## src/rtl/plk_pkg.sv

```systemverilog
`timescale 1ns / 1ps
`default_nettype none

package plk_pkg;

    // Command opcodes carried with each input word.
    typedef enum logic [1:0] {
        OP_INSERT = 2'd0,
        OP_SEARCH = 2'd1,
        OP_REMOVE = 2'd2,
        OP_NONE   = 2'd3
    } t_opcode;

    // Control sequencer states.
    typedef enum logic {
        ST_IDLE = 1'b0,
        ST_EXEC = 1'b1
    } t_state;

    // Per-cell control issued by the sequencer in the execute cycle.
    typedef struct packed {
        logic valid;   // Slot holds a live entry (index below the count) on a search or remove.
        logic wr;      // Store the command value into this slot.
        logic rm;      // Remove in progress: slots at or past the match shift down.
    } t_cell_ctl;

    localparam int DATA_W = 32;
    localparam int CAP_W  = 5;
    localparam int POS_W  = 4;

endpackage

`default_nettype wire

```

## src/rtl/plk_cell.sv

```systemverilog
`timescale 1ns / 1ps
`default_nettype none

// One list slot: holds an entry, compares it with the key and takes the
// entry of its upper neighbor when a remove closes the gap.
module plk_cell (
    input  wire                          i_clk,
    input  wire  plk_pkg::t_cell_ctl     i_ctl,
    input  wire  [plk_pkg::DATA_W-1:0]   i_key,
    input  wire  [plk_pkg::DATA_W-1:0]   i_next_entry,
    input  wire                          i_seen_in,
    output logic [plk_pkg::DATA_W-1:0]   o_entry,
    output logic                         o_seen,
    output logic                         o_first
);

    logic [plk_pkg::DATA_W-1:0] r_entry;
    logic [plk_pkg::DATA_W-1:0] n_entry;
    logic                       hit;

    // Match detection and the running "match at or below" chain.
    always_comb begin
        hit     = i_ctl.valid && (r_entry == i_key);
        o_seen  = i_seen_in || hit;
        o_first = hit && !i_seen_in;
    end

    // Next entry: write on insert, shift down on remove at or past the match.
    always_comb begin
        if (i_ctl.wr) begin
            n_entry = i_key;
        end else if (i_ctl.rm && o_seen) begin
            n_entry = i_next_entry;
        end else begin
            n_entry = r_entry;
        end
    end

    always_ff @(posedge i_clk) begin
        r_entry <= n_entry;
    end

    assign o_entry = r_entry;

endmodule

`default_nettype wire

```

## src/rtl/packed_list_insert_search_remove_top.sv

```systemverilog
`timescale 1ns / 1ps
`default_nettype none

// Packed list of signed 32-bit words held in a row of DEPTH cells.
// Input channel (i_in_valid / o_in_ready) carries one command word:
// i_opcode (insert, search, remove first match) and i_value.
// Output channel (o_out_valid / i_out_ready) returns one result word per
// command: o_ok, o_position, o_used_count and o_free_slots.
// A command is captured in the idle state and executed in the execute state once
// the output slot is free: every cell compares its entry with the key at once, a
// ripple chain through the row marks the first match, and on remove each cell at
// or past the match loads its upper neighbor at the same clock edge. No new word
// is accepted until the command in hand has executed; the compare chain across
// the row sets the clock.
// The capacity register (i_cfg_we / i_cfg_data) is written at any edge with
// the enable high out of reset; its value is capped at DEPTH where used.
// Reset (i_rst_n low, synchronous) empties the list and sets the capacity to 16.
// If the receiver stalls, the finished result waits in the output register
// and the next command waits in the execute cycle until the slot frees.
module packed_list_insert_search_remove_top #(
    parameter int DEPTH = 16
) (
    input  wire                          i_clk,
    input  wire                          i_rst_n,
    input  wire                          i_cfg_we,
    input  wire  [plk_pkg::CAP_W-1:0]    i_cfg_data,
    input  wire                          i_in_valid,
    output logic                         o_in_ready,
    input  wire  [1:0]                   i_opcode,
    input  wire  signed [plk_pkg::DATA_W-1:0] i_value,
    output logic                         o_out_valid,
    input  wire                          i_out_ready,
    output logic                         o_ok,
    output logic [plk_pkg::POS_W-1:0]    o_position,
    output logic [plk_pkg::CAP_W-1:0]    o_used_count,
    output logic [plk_pkg::CAP_W-1:0]    o_free_slots
);

    localparam int CNT_W  = $clog2(DEPTH + 1);
    localparam int CW     = (CNT_W > plk_pkg::CAP_W) ? CNT_W : plk_pkg::CAP_W;
    localparam int IDX_W  = (DEPTH > 1) ? $clog2(DEPTH) : 1;
    localparam int PW     = (IDX_W > plk_pkg::POS_W) ? IDX_W : plk_pkg::POS_W;

    plk_pkg::t_state            r_state;
    plk_pkg::t_state            n_state;
    logic [plk_pkg::CAP_W-1:0]  r_cap;
    logic [CNT_W-1:0]           r_count;
    logic [CNT_W-1:0]           n_count;
    logic [1:0]                 r_op;
    logic [plk_pkg::DATA_W-1:0] r_value;

    logic                       r_out_valid;
    logic                       r_ok;
    logic [plk_pkg::POS_W-1:0]  r_pos;
    logic [plk_pkg::CAP_W-1:0]  r_used;
    logic [plk_pkg::CAP_W-1:0]  r_free;
    logic                       n_ok;
    logic [plk_pkg::POS_W-1:0]  n_pos;
    logic [plk_pkg::CAP_W-1:0]  n_used;
    logic [plk_pkg::CAP_W-1:0]  n_free;

    logic                       in_fire;
    logic                       exec_go;
    logic                       ins_ok;
    logic                       found;
    logic                       is_ins;
    logic                       is_srch;
    logic                       is_rm;
    logic [CW-1:0]              usable;
    logic [CW-1:0]              count_ext;
    logic [CW-1:0]              count_new;
    logic [CW-1:0]              free_full;
    logic [IDX_W-1:0]           match_idx;
    logic [PW-1:0]              match_pos;

    logic [plk_pkg::DATA_W-1:0] entry   [DEPTH];
    logic                       seen    [DEPTH+1];
    logic                       first   [DEPTH];
    plk_pkg::t_cell_ctl         ctl     [DEPTH];

    // Command decode and capacity limits.
    always_comb begin
        is_ins    = (r_op == plk_pkg::OP_INSERT);
        is_srch   = (r_op == plk_pkg::OP_SEARCH);
        is_rm     = (r_op == plk_pkg::OP_REMOVE);
        count_ext = CW'(r_count);
        usable    = (CW'(r_cap) > CW'(DEPTH)) ? CW'(DEPTH) : CW'(r_cap);
        ins_ok    = is_ins && (count_ext < usable);
        found     = seen[DEPTH];
    end

    // Row of cells with the first-match chain running upward.
    assign seen[0] = 1'b0;

    genvar g;
    generate
        for (g = 0; g < DEPTH; g++) begin : g_cell
            logic [plk_pkg::DATA_W-1:0] next_entry;

            if (g == DEPTH - 1) begin : g_tail
                assign next_entry = '0;
            end else begin : g_body
                assign next_entry = entry[g+1];
            end

            always_comb begin
                ctl[g].valid = (CW'(g) < count_ext) && (is_srch || is_rm);
                ctl[g].wr    = exec_go && ins_ok && (count_ext == CW'(g));
                ctl[g].rm    = exec_go && is_rm;
            end

            plk_cell u_cell (
                .i_clk        (i_clk),
                .i_ctl        (ctl[g]),
                .i_key        (r_value),
                .i_next_entry (next_entry),
                .i_seen_in    (seen[g]),
                .o_entry      (entry[g]),
                .o_seen       (seen[g+1]),
                .o_first      (first[g])
            );
        end
    endgenerate

    // Encode the one-hot first match into an index.
    always_comb begin
        match_idx = '0;
        for (int k = 0; k < DEPTH; k++) begin
            if (first[k]) begin
                match_idx = match_idx | IDX_W'(k);
            end
        end
    end

    // Result word and new count.
    always_comb begin
        n_ok      = 1'b0;
        n_pos     = '0;
        count_new = count_ext;
        match_pos = PW'(match_idx);
        if (ins_ok) begin
            n_ok      = 1'b1;
            n_pos     = count_ext[plk_pkg::POS_W-1:0];
            count_new = count_ext + CW'(1);
        end else if (is_srch && found) begin
            n_ok  = 1'b1;
            n_pos = match_pos[plk_pkg::POS_W-1:0];
        end else if (is_rm && found) begin
            n_ok      = 1'b1;
            count_new = count_ext - CW'(1);
        end
        free_full = usable - count_new;
        n_count   = count_new[CNT_W-1:0];
        n_used    = count_new[plk_pkg::CAP_W-1:0];
        n_free    = (usable > count_new) ? free_full[plk_pkg::CAP_W-1:0] : '0;
    end

    // Sequencer: next state.
    always_comb begin
        case (r_state)
            plk_pkg::ST_IDLE: n_state = in_fire ? plk_pkg::ST_EXEC : plk_pkg::ST_IDLE;
            plk_pkg::ST_EXEC: n_state = exec_go ? plk_pkg::ST_IDLE : plk_pkg::ST_EXEC;
            default:          n_state = plk_pkg::ST_IDLE;
        endcase
    end

    // Sequencer: outputs. No word is taken while reset is held.
    always_comb begin
        case (r_state)
            plk_pkg::ST_IDLE: begin
                o_in_ready = i_rst_n;
                exec_go    = 1'b0;
            end
            plk_pkg::ST_EXEC: begin
                o_in_ready = 1'b0;
                exec_go    = !r_out_valid || i_out_ready;
            end
            default: begin
                o_in_ready = 1'b0;
                exec_go    = 1'b0;
            end
        endcase
    end

    assign in_fire = i_in_valid && o_in_ready;

    // Control registers.
    always_ff @(posedge i_clk) begin
        if (!i_rst_n) begin
            r_state     <= plk_pkg::ST_IDLE;
            r_cap       <= plk_pkg::CAP_W'(16);
            r_count     <= '0;
            r_out_valid <= 1'b0;
        end else begin
            r_state <= n_state;
            if (i_cfg_we) begin
                r_cap <= i_cfg_data;
            end
            if (exec_go) begin
                r_count     <= n_count;
                r_out_valid <= 1'b1;
            end else if (i_out_ready) begin
                r_out_valid <= 1'b0;
            end
        end
    end

    // Command and result words.
    always_ff @(posedge i_clk) begin
        if (in_fire) begin
            r_op    <= i_opcode;
            r_value <= i_value;
        end
        if (exec_go) begin
            r_ok   <= n_ok;
            r_pos  <= n_pos;
            r_used <= n_used;
            r_free <= n_free;
        end
    end

    assign o_out_valid  = r_out_valid;
    assign o_ok         = r_ok;
    assign o_position   = r_pos;
    assign o_used_count = r_used;
    assign o_free_slots = r_free;

endmodule

`default_nettype wire

```

## config.mk

```make
export PLATFORM = sky130hd
export DESIGN_NAME = packed_list_insert_search_remove_top
export DESIGN_NICKNAME = d
export VERILOG_FILES = /design/src/rtl/plk_pkg.sv /design/src/rtl/plk_cell.sv /design/src/rtl/packed_list_insert_search_remove_top.sv
export SDC_FILE = /design/constraint.sdc
export NUM_CORES = 1
export LEC_CHECK = 0
export BUFFER_PORTS_ARGS = -buffer_cell sky130_fd_sc_hd__buf_4
export CAP_MARGIN = 0
export CORE_UTILIZATION = 41
export DETAILED_ROUTE_END_ITERATION = 16
export PLACE_DENSITY_LB_ADDON = 0.25
export SLEW_MARGIN = 20
export SYNTH_ARGS = -nofsm -noshare
export SYNTH_HDL_FRONTEND = slang
export SYNTH_SLANG_ARGS = --single-unit
```

## constraint.sdc

```tcl
create_clock -name i_clk -period 5.8 [get_ports i_clk]
set_input_delay 0.58 -clock i_clk [delete_from_list [all_inputs] [get_ports i_clk]]
set_output_delay 0.58 -clock i_clk [all_outputs]
set_load 0.01 [all_outputs]
```

==> qor.yml, run 1 <==
timing:
  relSlewSlack_pct: 21.7
  skew_ns: 0.0253
  finalSetupViolCount: 0
  finalCritPeriodShare_pct: 89.7
  worstMarginPinSlew_ns: 1.17
  rsz0062_at_grt: "no"
  final_max_slew_viol_count: 0
  fin_crit_ns: 5.20
  clock.fmax_ghz: 0.192
  setup-tns-final_ns: 0
  hold_viol: 0
global_route:
  antenna_found_initial: 2
  grt_usage_pct: 26.3
  grt_start_max_net_pins: 35
  grt_pass1_vias: 21400
  grt_first_pass_wirelength_um: 155000
  grt_overflow: 0
floorplan:
  start_util_pct: 41.4
  coreArea_mm2: 0.0790
  die_w_um: 284
  die-area_mm2: 0.0809
  io_pins: 61
  row_count: 103
  die_h_um: 284
finish:
  final_cells: 3608
  fin_nets: 2569
  drive_above_1_share_pct: 23.8
  final_util_pct: 46.0
  fin_area_mm2: 0.0364
  syn_to_final_growth_pct: 11.2
route:
  routed_wl_um: 107000
  drt_iter0_drc: 2027
  ant_nets: 0
  vias: 21000
  avgRoutedWirePerCell_um: 29.7
  via_per_inst: 5.81
  first_pass_iters: 5
  drc_errors: 0
clock_network:
  clockRootBuffer: "clkbuf_16"
  cts_tree: "built"
  cts.sinks: 573
  htreeDepth: 3
  cts_hold_buffers: 0
  cts-resized-gates: 0
  clock_latency_ns: 0.62
  cts_buffer_depth: 3
  postCtsSetupRepairBufs: 0
  cts_buffers: 69
  clkTransAtPathRegs_ns: 0.06
yosys:
  synth-async-reset-ratio_pct: 0
  seq_area_frac_synth_pct: 52.3
  yosys_most_used_dff: "edfxtp_1"
  yosysUniqueCellTypes: 80
  syn_nets: 2526
  synth-edff-count: 561
  ys_ff_latch: 573
  syn_area_mm2: 0.0327
  syn_inst: 2464
  synth_warnings: 0
  syn_area_per_cell_um2: 13.3
placed_design:
  dp_cells: 3486
  dp_hpwl_um: 77700
  io_buffers: 60
  gp_congestion: 0.988
  placed_cell_area_mm2: 0.0342
worst_setup_path:
  path_class: "flop to flop"
  start_kind: "flop"
  endpoint_kind: "flop"
  cp_max_fo: 13
  critPathRequiredTime_ns: 6.14
  cp.arrival_ns: 5.54
power:
  power_mw: 9.27
  power.leakage_nw: 10.8
  peakVddDrop_uv: 224
  power.density_mw_per_mm2: 255
run_status:
  outcome: "completed"
run:
  cap_violations: 0
min_path:
  worst_hold_path_type: "input port to flop"
[power by group]
part	total [mW]	internal [mW]	switching (mW)
clock	4.19	2.41	1.78
combinational	0.497	0.179	0.318
sequential	4.58	4.51	0.0645
[worst max-delay path, stage by stage (launching register included)]
cell and delay, ns:
edfxtp_1 1.12, buf_4 0.38, xnor2_1 0.17, nand4_1 0.12, or3_1 0.37, nor4_1 0.64, nand4bb_2 0.39, o41ai_4 0.20
nand2_1 0.13, xnor2_1 0.15, ha_1 0.18, inv_1 0.06, fa_1 0.42, a21o_1 0.17, a21oi_1 0.17, xor2_1 0.16
nor2_1 0.05
[through the flow]
stage	setup slack (ns)	hold slack, ns
detailed placement	0.701	0.536
CTS	0.674	0.103
global route	0.295	0.106
floorplan	0.707	0.483
global placement	0.613	0.515
finish	0.599	0.134
[cell type report]
type                       count  area (µm²)
sequential                   573       17100
clock inverter                30         203
antenna                        2        5.00
clock buffer                  90        1920
fill                        7079       42600
inverter                      15        56.3
tap                         1050        1310
timing repair buffer         166        1390
multi-input combinational   1682       14400
[synthesized netlist by cell type (3+ instances only)]
| master | number | share of area (%) |
|---|---|---|
| or4_1 | 14 | 0.32 |
| nand4b_1 | 14 | 0.37 |
| nand4bb_1 | 3 | 0.10 |
| nor4_1 | 120 | 2.3 |
| nor4_2 | 8 | 0.31 |
| o22ai_1 | 3 | 0.057 |
| dfxtp_1 | 12 | 0.73 |
| inv_1 | 14 | 0.16 |
| a21oi_2 | 4 | 0.11 |
| and4_1 | 4 | 0.11 |
| buf_4 | 27 | 0.62 |
| and2_1 | 41 | 0.78 |
| nand3_1 | 42 | 0.64 |
| nor3_1 | 30 | 0.46 |
| o21a_1 | 5 | 0.11 |
| nand4_1 | 100 | 1.9 |
| mux2i_1 | 8 | 0.24 |
| nor2b_1 | 12 | 0.23 |
| a21oi_1 | 10 | 0.15 |
| or4_4 | 3 | 0.10 |
| clkbuf_1 | 57 | 0.65 |
| ha_1 | 17 | 0.65 |
| a21o_1 | 7 | 0.16 |
| o211ai_1 | 3 | 0.069 |
| o21ai_1 | 4 | 0.061 |
| buf_6 | 36 | 1.2 |
| mux2_2 | 302 | 10 |
| mux2_1 | 178 | 6.1 |
| nand3b_1 | 4 | 0.092 |
| or3_1 | 11 | 0.21 |
| nor4b_1 | 9 | 0.24 |
| nand2b_1 | 7 | 0.13 |
| o21ai_0 | 14 | 0.21 |
| xor2_1 | 311 | 8.3 |
| nand2_1 | 74 | 0.85 |
| xnor2_1 | 214 | 5.7 |
| or4b_1 | 4 | 0.12 |
| buf_2 | 70 | 1.1 |
| edfxtp_1 | 561 | 52 |
| nor2_1 | 53 | 0.61 |
[cells by family after synthesis]
| family | after synthesis | share of synthesized area, % |
|---|---|---|
| XOR/XNOR | 525 | 14.1 |
| AND/OR/NAND/NOR | 576 | 10.6 |
| AO/OA/AOI/OAI | 75 | 1.65 |
| multiplexers | 488 | 16.8 |
| flip-flops | 573 | 52.3 |
| adder cells (fa/ha/maj) | 18 | 0.712 |
| buffers and inverters | 209 | 3.92 |
[registers in the layout, summed over array words and instances (netlist names)]
signal / count
o_free_slots: 5
r_cap: 5
r_state: 1
g_cell.u_cell.o_entry: 512
count_ext: 5
r_value: 32
o_ok: 1
o_out_valid: 1
r_op: 2
o_used_count: 5
o_position: 4
[cells in the final DEF, fill, tap and decap left out, types with 5 or more instances in the layout]
master     count
edfxtp_1     561
xor2_1       311
mux2_2       302
xnor2_1      214
mux2_1       178
buf_4        154
nor4_1       120
nand4_1      100
nand2_1       74
clkbuf_16     73
nor2_1        52
nand3_1       42
and2_1        40
nor3_1        30
ha_1          17
clkinv_1      16
inv_1         14
or4_1         14
nand4b_1      14
clkbuf_1      14
o21ai_2       13
dfxtp_1       12
or3_1         11
nor2b_1       11
a21oi_1       10
buf_12        10
nor4b_1        9
nor4_2         8
mux2i_1        8
clkinv_2       8
nand2b_1       7
a21o_1         7
o21ai_0        6
o21a_1         5
[path summary, 6_finish.rpt]
kind	start	endpoint	slack (ns)	depth (start not counted)
setup / recovery	r_value[23]	o_free_slots[4]	0.60	16
hold / removal	i_value[4]	r_value[4]	0.13	1
hold reg to reg	r_cap[3]	r_cap[3]	0.54	2
setup reg to reg	r_value[23]	o_free_slots[4]	0.60	16
[metal layers]
layer | part of all wire [%] | routed length [µm] | vias to the layer above | GRT usage (%)
met5 | 0 | 0 | - | 0
met4 | 3.4 | 3630 | 0 | 8.66
met3 | 5.2 | 5530 | 177 | 3.43
met2 | 49 | 52100 | 772 | 44.5
met1 | 43 | 45900 | 10700 | 34.7
li1 | - | - | 9276 | -
Power figures use the tool's default switching activity.
==> run 2, diff against run 1 <==
Settings changed: SYNTH_HIERARCHICAL set to 1.
==> run 2 against run 1 <==
  * Non-clock buffer count increased by 111
  * Total power decreased by 1.3%
  * Flip-flop and latch count unchanged
  * Register-to-register slack got worse by 0.78 ns
  * Critical path type unchanged
  * Critical path depth increased by 27
  * Largest power group unchanged
  * Utilization increased by 2.9 points
  * Clock power decreased by 6.4%
  * Area after synthesis decreased by 5.2%
  * First-iteration DRC count decreased by 56%
  * Maximum frequency decreased by 13%
  * Via count decreased by 11%
  * The run now ends with negative setup slack left
==> qor.yml, run 2 <==
run_status:
  outcome: "complete, but fails checks"
  failed_checks: "negative setup slack"
route:
  routed_wl_um: 73200
  drt_iter0_drc: 889
  ant_nets: 0
  vias: 18700
  drc_errors: 0
  avgRoutedWirePerCell_um: 20.5
  via_per_inst: 5.25
  first_pass_iters: 5
clock_network:
  cts.sinks: 573
  cts_tree: "built"
  cts_buffers: 66
  clkTransAtPathRegs_ns: 0.06
  htreeDepth: 3
  clock_latency_ns: 0.59
  cts_buffer_depth: 3
  clockRootBuffer: "clkbuf_16"
worst_setup_path:
  max_stage_delay_ns: 0.41
  cp_max_fo: 2
  path_class: "flop to flop"
  endpoint_kind: "flop"
  crit_slowest_cell: "edfxtp_1"
  cpMostUsedCell: "buf_4"
  start_kind: "flop"
  critPathRequiredTime_ns: 6.17
  crit_family: "buffers and inverters"
  cp.arrival_ns: 6.35
  critPathBufInv: 32
timing:
  finalCritPeriodShare_pct: 103
  skew_ns: 0.0208
  setup-tns-final_ns: -0.325
  relSlewSlack_pct: 40.9
  final_max_slew_viol_count: 0
  fin_crit_ns: 5.98
  hold_viol: 0
  finalSetupViolCount: 4
  layout_setup_ws_ns: -0.182
  rsz0062_at_grt: "yes"
  clock.fmax_ghz: 0.167
  worstMarginPinSlew_ns: 0.880
  holdWs_ns: 0.167
yosys:
  syn_area_per_cell_um2: 13.8
  synth_warnings: 6
  syn_area_mm2: 0.0310
  syn_inst: 2245
floorplan:
  die_h_um: 277
  die_w_um: 277
  coreArea_mm2: 0.0747
  start_util_pct: 41.5
  row_count: 100
  die-area_mm2: 0.0767
  io_pins: 61
finish:
  syn_to_final_growth_pct: 18.0
  fin_area_mm2: 0.0366
  drive_above_1_share_pct: 36.8
  final_common_cell: "edfxtp_1"
  layout_common_cells: "561 x edfxtp_1, 512 x mux2_2, 404 x xnor2_1"
  fin_nets: 2608
  num_antenna_cells: 0
  largest_register_ffs: 512
power:
  internal_power_mw: 7.14
  swShare_pct: 22.0
  clkPwrFrac_pct: 42.9
  power.density_mw_per_mm2: 250
  pwr-share-seq_pct: 50.3
  peakVddDrop_uv: 240
  p_comb_share_pct: 6.9
  power.leakage_nw: 12.1
  switchingPower_mw: 2.01
  power_mw: 9.15
global_route:
  grt_start_max_net_pins: 35
  grt_overflow: 0
  grt_usage_pct: 18.9
  antenna_found_initial: 9
  grt_first_pass_wirelength_um: 113000
  grt_pass1_vias: 19800
placed_design:
  dp_slack_ns: -0.455
  gp_congestion: 0.884
  placed_cell_area_mm2: 0.0339
  dp_hpwl_um: 52900
  io_buffers: 60
run:
  cap_violations: 0
min_path:
  worst_hold_path_type: "input port to flop"
-- run 2: path summary, 6_finish.rpt --
path | start | endpoint | slack [ns] | cells past startpoint
hold reg to reg | r_cap[3] | r_cap[3] | 0.52 | 2
hold / removal | i_value[8] | r_value[8] | 0.17 | 1
setup / recovery | r_op[1] | o_position[0] | -0.18 | 43
setup reg to reg | r_op[1] | o_position[0] | -0.18 | 43
-- run 2: per-layer routing --
layer | wire [µm] | GRT usage (%)
met1 | 32700 | 24.4
met2 | 35200 | 31.9
met3 | 3180 | 3.25
met4 | 2060 | 6.82
met5 | 36 | 0
-- run 2: area by class of cell --
class	instances	area [µm²]
Fill cell	6360	38100
Timing Repair Buffer	277	2260
Multi-Input combinational cell	1533	13600
Clock buffer	83	1800
Sequential cell	573	17100
Clock inverter	33	214
Tap cell	969	1210
Inverter	96	362
-- run 2: timing repair --
action / in CTS / in global routing
resized for setup: 31 / 26
setup endpoints to repair: 5 / 38
cloned: 0 / 2
pin swaps: 16 / 9
hold buffers: 0 / 0
buffers inserted: 40 / 6
-- run 2: power groups by stage --
stage / Clock (mW) / Sequential, mW / Combinational, mW
after CTS: 4.03 / 4.60 / 0.611
after detailed placement: 0 / 4.68 / 0.578
final: 3.92 / 4.60 / 0.631
after global routing: 4.17 / 4.60 / 0.682
after global placement: 0 / 4.68 / 0.572
after floorplan: 0 / 4.74 / 0.288
-- run 2: through the flow --
step,std cells,util [%]
2_1_floorplan,2278,-
4_1_cts,3556,48.7
5_1_grt,3564,49.0
3_5_place_dp,3400,45.4
3_3_place_gp,3400,45.4
6_report,3564,49.0
==> run 3, diff against run 2 <==
Settings changed: CORE_UTILIZATION 41 to 35.
==> run 3 against run 2 <==
  * The flow still finishes with violations (negative setup slack)
  * Worst hold slack got worse by 0.019 ns
  * Total power decreased by 0.56%
  * Cell count grew 4.1%
  * Critical endpoint is now o_free_slots[4]
  * Final area decreased by 0.54%
  * Combinational power fell by 4.8%
==> qor.yml, run 3 (synthesis results as in run 2) <==
timing:
  layout_setup_ws_ns: -0.0925
  rsz0062_at_grt: "yes"
  skew_ns: 0.0278
  holdWs_ns: 0.148
  finalSetupViolCount: 4
  relSlewSlack_pct: 50.8
  worstMarginPinSlew_ns: 0.737
  fin_crit_ns: 5.89
  clock.fmax_ghz: 0.170
  hold_viol: 0
  finalCritPeriodShare_pct: 102
  final_max_slew_viol_count: 0
placed_design:
  dp_hpwl_um: 53900
  io_buffers: 60
  dp_cells: 3580
  gp_congestion: 0.858
run_status:
  outcome: "complete, but fails checks"
  failed_checks: "negative setup slack"
worst_setup_path:
  crit_slowest_cell: "edfxtp_1"
  cp.arrival_ns: 6.23
  max_stage_delay_ns: 0.36
  cp_max_fo: 4
  critPathRequiredTime_ns: 6.13
  endpoint_kind: "flop"
  path_class: "flop to flop"
  cpMostUsedCell: "nand2b_4"
  start_kind: "flop"
floorplan:
  start_util_pct: 35.5
  io_pins: 61
  row_count: 108
  die_h_um: 300
  die-area_mm2: 0.0898
  coreArea_mm2: 0.0873
  die_w_um: 300
route:
  via_per_inst: 4.99
  ant_nets: 0
  avgRoutedWirePerCell_um: 19.7
  routed_wl_um: 73000
  drc_errors: 0
  vias: 18500
  first_pass_iters: 5
  drt_iter0_drc: 871
clock_network:
  clock_latency_ns: 0.61
  cts.sinks: 573
  cts_tree: "built"
  cts_buffers: 66
  clockRootBuffer: "clkbuf_16"
  clkTransAtPathRegs_ns: 0.06
  htreeDepth: 3
  cts_buffer_depth: 3
power:
  power.leakage_nw: 11.8
  peakVddDrop_uv: 261
  power.density_mw_per_mm2: 250
  power_mw: 9.10
finish:
  fin_nets: 2567
  final_common_cell: "edfxtp_1"
  drive_above_1_share_pct: 35.4
  layout_common_cells: "561 x edfxtp_1, 512 x mux2_2, 403 x xnor2_1"
  syn_to_final_growth_pct: 17.4
  final_cells: 3710
  largest_register_ffs: 512
global_route:
  grt_first_pass_wirelength_um: 113000
  grt_pass1_vias: 19800
  antenna_found_initial: 7
  grt_start_max_net_pins: 40
  grt_overflow: 0
  grt_usage_pct: 16.2
min_path:
  worst_hold_path_type: "input port to flop"
run:
  cap_violations: 0
## run 3: repair_timing
item / CTS / global route
setup endpoints to repair: 5 / 5
buffers inserted: 6 / 7
resized for setup: 33 / 12
pin swaps: 14 / 15
hold buffers: 0 / 0
## run 3: through the flow
stage / instance area (µm²) / setup WS [ns] / setup TNS, ns / util [%]
after detailed placement: 34100 / -0.363 / -1.14 / 39.0
after global placement: 34100 / -0.312 / -0.919 / 39.0
final: 36400 / -0.0925 / -0.168 / 41.7
after floorplan: 31200 / 0.0156 / 0 / -
after global routing: 36400 / -0.404 / -1.64 / 41.7
after CTS: 36300 / 0.0215 / 0 / 41.5
## run 3: power by group
group	leakage (nW)	switching [mW]	internal, mW
registers	5.18	0.0314	4.56
logic	5.70	0.328	0.273
clock network	0.959	1.68	2.22
total	11.8	2.04	7.06
## run 3: critical path, delay by kind of cell (launching register included)
kind	cells	cell delay, ns
buffers and inverters	2	0.20
and+or+nand+nor	20	2.88
xor gates and xnor gates	1	0.15
AOI/OAI and AO/OA	7	1.42
DFF	1	0.36
adders and majority gates	2	0.60
## run 3: worst paths after layout
path	to	slack, ns	cells past startpoint	start
hold / removal	r_value[18]	0.15	1	i_value[18]
hold reg to reg	r_cap[3]	0.53	2	r_cap[3]
setup reg to reg	o_free_slots[4]	-0.09	32	r_op[1]
setup / recovery	o_free_slots[4]	-0.09	32	r_op[1]
## run 3: area by class of cell
| type | instances | area [µm²] |
|---|---|---|
| Inverter | 96 | 362 |
| Multi-Input combinational cell | 1533 | 13600 |
| Tap cell | 1155 | 1450 |
| Sequential cell | 573 | 17100 |
| Antenna cell | 2 | 5.00 |
| Fill cell | 8176 | 50900 |
| Clock inverter | 30 | 223 |
| Clock buffer | 85 | 1740 |
| Timing Repair Buffer | 236 | 1900 |
## run 3: routing by layer
layer  global-route usage [%]  routed length [µm]  vias to the layer above
met2                     28.3               36300                      306
met1                     19.7               30600                     9197
met3                     3.61                4150                      126
li1                         -                   -                     8880
met4                     5.32                1890                       12
met5                        0                  86                        -
